[src/rtl/core/vmt_sqrt.sv]
// pipelined integer square root, one root bit per register stage
`default_nettype none

module vmt_sqrt #(
    parameter int RW = 33,
    parameter int SW = 8
) (
    input  logic            clk,
    input  logic            rst_n,
    input  logic            en,
    input  logic            in_valid,
    input  logic [2*RW-1:0] rad,
    input  logic [SW-1:0]   in_side,
    output logic            out_valid,
    output logic [RW-1:0]   root,
    output logic [SW-1:0]   out_side
);

    logic [RW-1:0]   v_reg;
    logic [RW:0]     rem_reg [RW];
    logic [RW-1:0]   rt_reg  [RW];
    logic [2*RW-1:0] rad_reg [RW];
    logic [SW-1:0]   s_reg   [RW];

    logic [RW:0]     rem_i   [RW];
    logic [RW-1:0]   rt_i    [RW];
    logic [2*RW-1:0] rad_i   [RW];
    logic [RW+2:0]   cur_c   [RW];
    logic [RW+2:0]   trial_c [RW];
    logic            ge_c    [RW];

    always_comb
    begin
        for (int i = 0; i < RW; i++)
        begin
            if (i == 0)
            begin
                rem_i[i] = '0;
                rt_i[i]  = '0;
                rad_i[i] = rad;
            end
            else
            begin
                rem_i[i] = rem_reg[i-1];
                rt_i[i]  = rt_reg[i-1];
                rad_i[i] = rad_reg[i-1];
            end
            // bring down the next two radicand bits, try root*4+1
            cur_c[i]   = {rem_i[i], rad_i[i][2*RW-1 -: 2]};
            trial_c[i] = {1'b0, rt_i[i], 2'b01};
            ge_c[i]    = cur_c[i] >= trial_c[i];
        end
    end

    always_ff @(posedge clk or negedge rst_n)
    begin
        if (!rst_n)
        begin
            v_reg <= '0;
        end
        else if (en)
        begin
            v_reg <= {v_reg[RW-2:0], in_valid};
        end
    end

    always_ff @(posedge clk)
    begin
        if (en)
        begin
            for (int i = 0; i < RW; i++)
            begin
                rem_reg[i] <= ge_c[i] ? (RW+1)'(cur_c[i] - trial_c[i]) : cur_c[i][RW:0];
                rt_reg[i]  <= {rt_i[i][RW-2:0], ge_c[i]};
                rad_reg[i] <= rad_i[i] << 2;
                s_reg[i]   <= (i == 0) ? in_side : s_reg[(i == 0) ? 0 : i-1];
            end
        end
    end

    assign out_valid = v_reg[RW-1];
    assign root      = rt_reg[RW-1];
    assign out_side  = s_reg[RW-1];

endmodule

`default_nettype wire

[config.mk]
export PLATFORM = sky130hd
export DESIGN_NAME = vmt_sqrt
export DESIGN_NICKNAME = d
export VERILOG_FILES = /design/src/rtl/core/vmt_sqrt.sv
export SDC_FILE = /design/constraint.sdc
export NUM_CORES = 2
export LEC_CHECK = 0
export BUFFER_PORTS_ARGS = -buffer_cell sky130_fd_sc_hd__buf_2
export CAP_MARGIN = 20
export CORE_MARGIN = 10
export CORE_UTILIZATION = 66
export CTS_BUF_LIST = sky130_fd_sc_hd__clkbuf_4 sky130_fd_sc_hd__clkbuf_8
export CTS_CLUSTER_SIZE = 24
export DETAILED_ROUTE_END_ITERATION = 10
export GPL_TIMING_DRIVEN = 1
export PLACE_DENSITY_LB_ADDON = 0.05
export RECOVER_POWER = 50
export SETUP_SLACK_MARGIN = 0.3
export SLEW_MARGIN = 40
export SYNTH_ARGS = -nofsm -noshare
export SYNTH_HDL_FRONTEND = slang
export SYNTH_MEMORY_MAX_BITS = 65536
export SYNTH_SLANG_ARGS = --single-unit
export TNS_END_PERCENT = 10
[constraint.sdc]
create_clock -name clk -period 4 [get_ports clk]
set_input_delay 0 -clock clk [delete_from_list [all_inputs] [get_ports clk]]
set_output_delay 0 -clock clk [all_outputs]
set_load 0.005 [all_outputs]
# Yosys cells after proc, flatten, opt, wreduce, memory -nomap -nowiden
# Memories as Yosys holds them, arrays and structs flattened.
# Cells that the tools add are included.
[word_totals] register_bits=33 n_memories=4 out_inout_bits=42 mem_bits_rw=4587 word_cells=106 input_bits=78
[op_classes] mux=35 order_cmp=33 add_sub_neg=33
[mem_list] memory="rad_reg" depth=33 word_bits=64 rd=32 rd_ports_with_merged_regs=0 write_ports=33 line="22" text="logic [2*RW-1:0] rad_reg [RW];"
[mem_list] memory="rem_reg" depth=33 word_bits=34 rd=32 rd_ports_with_merged_regs=0 write_ports=33 line="20" text="logic [RW:0] rem_reg [RW];"
[mem_list] memory="rt_reg" depth=33 word_bits=33 rd=33 rd_ports_with_merged_regs=0 write_ports=33 line="21" text="logic [RW-1:0] rt_reg [RW];"
[mem_list] memory="s_reg" depth=33 word_bits=8 rd=33 rd_ports_with_merged_regs=0 write_ports=33 line="23" text="logic [SW-1:0] s_reg [RW];"
[op_table] operator="36-bit by 35-bit >= comparator with 1-bit output" count=32
[op_table] operator="34-bit 2-to-1 mux" count=33
[op_table] operator="34-bit subtractor" count=32
[op_table] operator="2-bit by 1-bit subtractor with 3-bit output, second input constant" count=1
[op_table] operator="2-bit by 1-bit >= comparator with 1-bit output, second input constant" count=1
[op_table] operator="1-bit 2-to-1 mux" count=2

# Depth between registers and ports, before layout
# An unclocked memory read counts as a cell.
[logic_depth] ltp_word=3 ltp_mapped=15 mapped_depth_nobuf=13

# Least setup slack after synthesis
# Ideal clock, no wire load.
[synth_timing] kind="reg2reg" start="memory rem_reg[0][782] (netlist bit)" end="memory rem_reg[0][826] (netlist bit) (data pin)" path_slack_ps=562 setup_ps=260 t_required_ps=3740 path_buffers=2 stages_incl_launch_ff=12 synth_period_minus_slack_ps=3438 arrival_ps=3178 path_cell_list="edfxtp_1 > ha_1 > nor2b_1 > o21ai_0 > a21boi_0 > o21ai_0 > o21ai_0 > a311oi_1 > o21a_1 > clkbuf_1 > clkbuf_1 > mux2_2"
[synth_rtl] element="start: declaration" line="20"

==> results.md <==
* Syn_nets at 10450
* Timing-limited maximum frequency at 0.2614 GHz
* Initial antenna violation count at 4
* Placer Congestion at 0.9228
* Port Buffers at 119
* Nets at 11180
* Clock Latency Late Sink at 1080 ps
* GR Overflow Total at 0
* XOR/XNOR share of the synthesized area at 0.05763
* Synthesized flop and latch total at 2951
* # clock sinks at 2951
* 1st-iter DRT viols at 6270
* Area share of fa/ha/maj cells after synthesis at 0.05653
* Reg2Reg Launch Point: rem_reg[0][428]$_DFFE_PP_
* Top_reg_cell synth: edfxtp_1
* Mapped Cells at 9774
* Vias in the first global route at 78460
* Pwr per Cell Area at 562.4 mW/mm^2
* Mux cell area share after synthesis at 0.009704
* DP HPWL at 177.6 mm
* Worst-Margin Slew at 2871 ps
* Hold_sp: rad[59]
* Clock buffer count from CTS at 465
* CTS clk-pin slew, worst paths at 70 ps
* Rows at 164
* Slew HR at -0.9143
* Final Skew at 79.92 ps
* Final Power at 0.08294 W
* Commonest cells after routing, fill and taps aside: 2918 x edfxtp_1, 754 x inv_1, 646 x nand2_1
* Remaining DRCs at 0
* Max reg flops at 1056
* Worst R2R Path Depth at 9
* Num ports at 120
* R2R Setup Slk at 310 ps
* Total core area at 0.1992 mm^2
* Per-cell routed wire length at 19.36 um
* Chip Width at 467.1 um
* Worst vdd ir at 510.0 uV
* Largest net degree at the start of global routing at 126
* Clock Tree Buf Depth at 4
* Status: finished with violations
* Fin crit share at 0.9565
* Final Critical Period at 3826 ps
* CTS tree: yes
* Syn-to-layout area delta at 11.82%
* Lkg Pwr at 57.12 nW
* Post-Synth Simple-Gate Area at 0.08879
* Cell Area, Synth at 0.1319 mm^2
* Yosys warning total at 0
* Final slew viol count at 69
* Synthesized area per cell at 13.50 um^2
* # setup viols final at 0
* CP Data Arrival Time at 4480 ps
* ANT nets after route at 0
* Die H at 467.1 um
* Final hold viol count at 0
* Fillcell total at 12460
* Setup CP Type: primary input to register
* First-pass GRT wire length at 417.1 mm
* Critical Path Start: en
* DR vias at 78240
* CP endpoint kind: register
* Main combinational cell family by area after synthesis: compound AO/OA/AOI/OAI gates
* Sequential area share after synthesis at 0.6705
* Post-synth EDFFs at 2918
* Share of layout cells above drive strength 1 at 0.1100
* R2R Path End: rem_reg[0][467]$_DFFE_PP_
* Synth unique cells at 89
* CTS Root Buffer Type: clkbuf_8
* H-tree depth at 5
* Commonest non-fill, non-tap cell in the layout: edfxtp_1
* Post-synthesis compound-gate area fraction at 0.09006
* DIE AREA at 0.2181 mm^2
* Required time worst endpoint at 4660 ps
* Worst setup path endpoint: rad_reg[0][887]$_DFFE_PP_
* RSZ-0062 raised after global routing: true
* Crit path launch type: primary input
* DRT Pass-1 Iters at 6
* Async set-reset flop share out of synthesis at 0.01118
* Final setup TNS at 0 ps
* Starting Density at 0.6620
* GRT Util Overall at 0.2372
* Multi-input logic area at 0.04020 mm^2
* Failing checks: max-capacitance violations, max-slew violations
* Worst hold stages at 3
* Reg area at 0.08845 mm^2
* Hold crit path type: primary input to register
* Vias/cell at 5.784
* Max cap viols at 3
* Crit Path Max Fanout at 58
* Total wire length at 261.9 mm
==> cell usage after synthesis, types with 45 or more instances <==
cell	count	area, um^2
a211oi_1	45	337.8
a21o_1	273	2049
a21oi_1	591	2958
a31oi_1	48	300.3
and3_1	49	306.5
clkbuf_1	147	551.8
edfxtp_1	2918	87620
ha_1	596	7457
inv_1	754	2830
mux2_2	103	1160
nand2_1	647	2429
nand2b_1	129	807.0
nand3_1	159	795.8
nand4_1	90	563.0
nor2_1	577	2166
nor2b_1	79	494.2
nor3_1	210	1051
nor4_1	115	719.4
o21a_1	97	728.2
o21ai_0	518	2592
o21bai_1	53	397.9
o31ai_1	66	495.5
or2_2	56	350.3
or3_1	88	550.5
or4_1	52	390.4
xnor2_1	420	3679
xor2_1	448	3924
==> metrics by stage <==
stage               cell area [um^2]  hold slack [ps]  std cells  setup WS (ps)    util
finish                        147500            134.4      13530          173.9  0.7403
global route                  147500            29.96      13530          115.3  0.7402
CTS                           147500            4.203      13520          258.2  0.7404
detailed placement            136900            87.91      12530          188.3  0.6870
global placement              136900            61.88      12530          275.8  0.6868
floorplan                     131900           -295.6       9774          561.8       -
==> layer usage <==
layer	GRT usage	routed length [um]	vias up
met1	0.3086	108900	37830
met4	0.08193	8531	0
met5	0	0	-
li1	-	-	37780
met2	0.4082	131900	2039
met3	0.03702	12640	594
==> what timing repair did <==
action                                  CTS  global route
cloned                                    0             0
pin swaps                                 0             4
endpoints found under the hold margin  2044             0
setup endpoints to repair                32           286
gates resized for setup                   4            33
hold buffers                            158             0
buffers inserted                          0             4
==> power breakdown <==
part / internal [W] / switching, W / total [W]
clock network: 0.0134 / 0.0115 / 0.0249
registers: 0.0390 / 0.00243 / 0.0414
logic: 0.00718 / 0.00948 / 0.0167
total: 0.0596 / 0.0234 / 0.0829
==> kinds of logic after synthesis <==
kind of cell    after synthesis
other cells                   1
mux                         115
fa+ha+maj                   596
simple gates               2385
xor+xnor                    868
buf+inv                     930
compound gates             1928
flops                      2951
==> critical path: stages <==
cell and delay (ps):
dlygate4sd3_1 530, dlygate4sd3_1 540, clkbuf_1 2010, clkbuf_2 1290
==> worst min path at each step <==
stage,to,slack (ps)
3_5_place_dp,v_reg[27]$_DFFE_PN0P_,90
2_1_floorplan,v_reg[0]$_DFFE_PN0P_,-300
6_report,rad_reg[0][59]$_DFFE_PP_,130
4_1_cts,rad_reg[0][38]$_DFFE_PP_,4
3_3_place_gp,v_reg[27]$_DFFE_PN0P_,60
5_1_grt,rad_reg[0][37]$_DFFE_PP_,30
==> cell type report <==
class / count / share of cell area
inverters: 755 / 0.01923
flip-flops and latches: 2951 / 0.5997
clock buffers: 605 / 0.05081
multi-input cells: 5893 / 0.2726
clock inverters: 228 / 0.01035
well taps: 2656 / 0.02253
repair buffers: 436 / 0.02474
diodes: 4 / 0.00006786
Power figures use the tool's default switching activity.
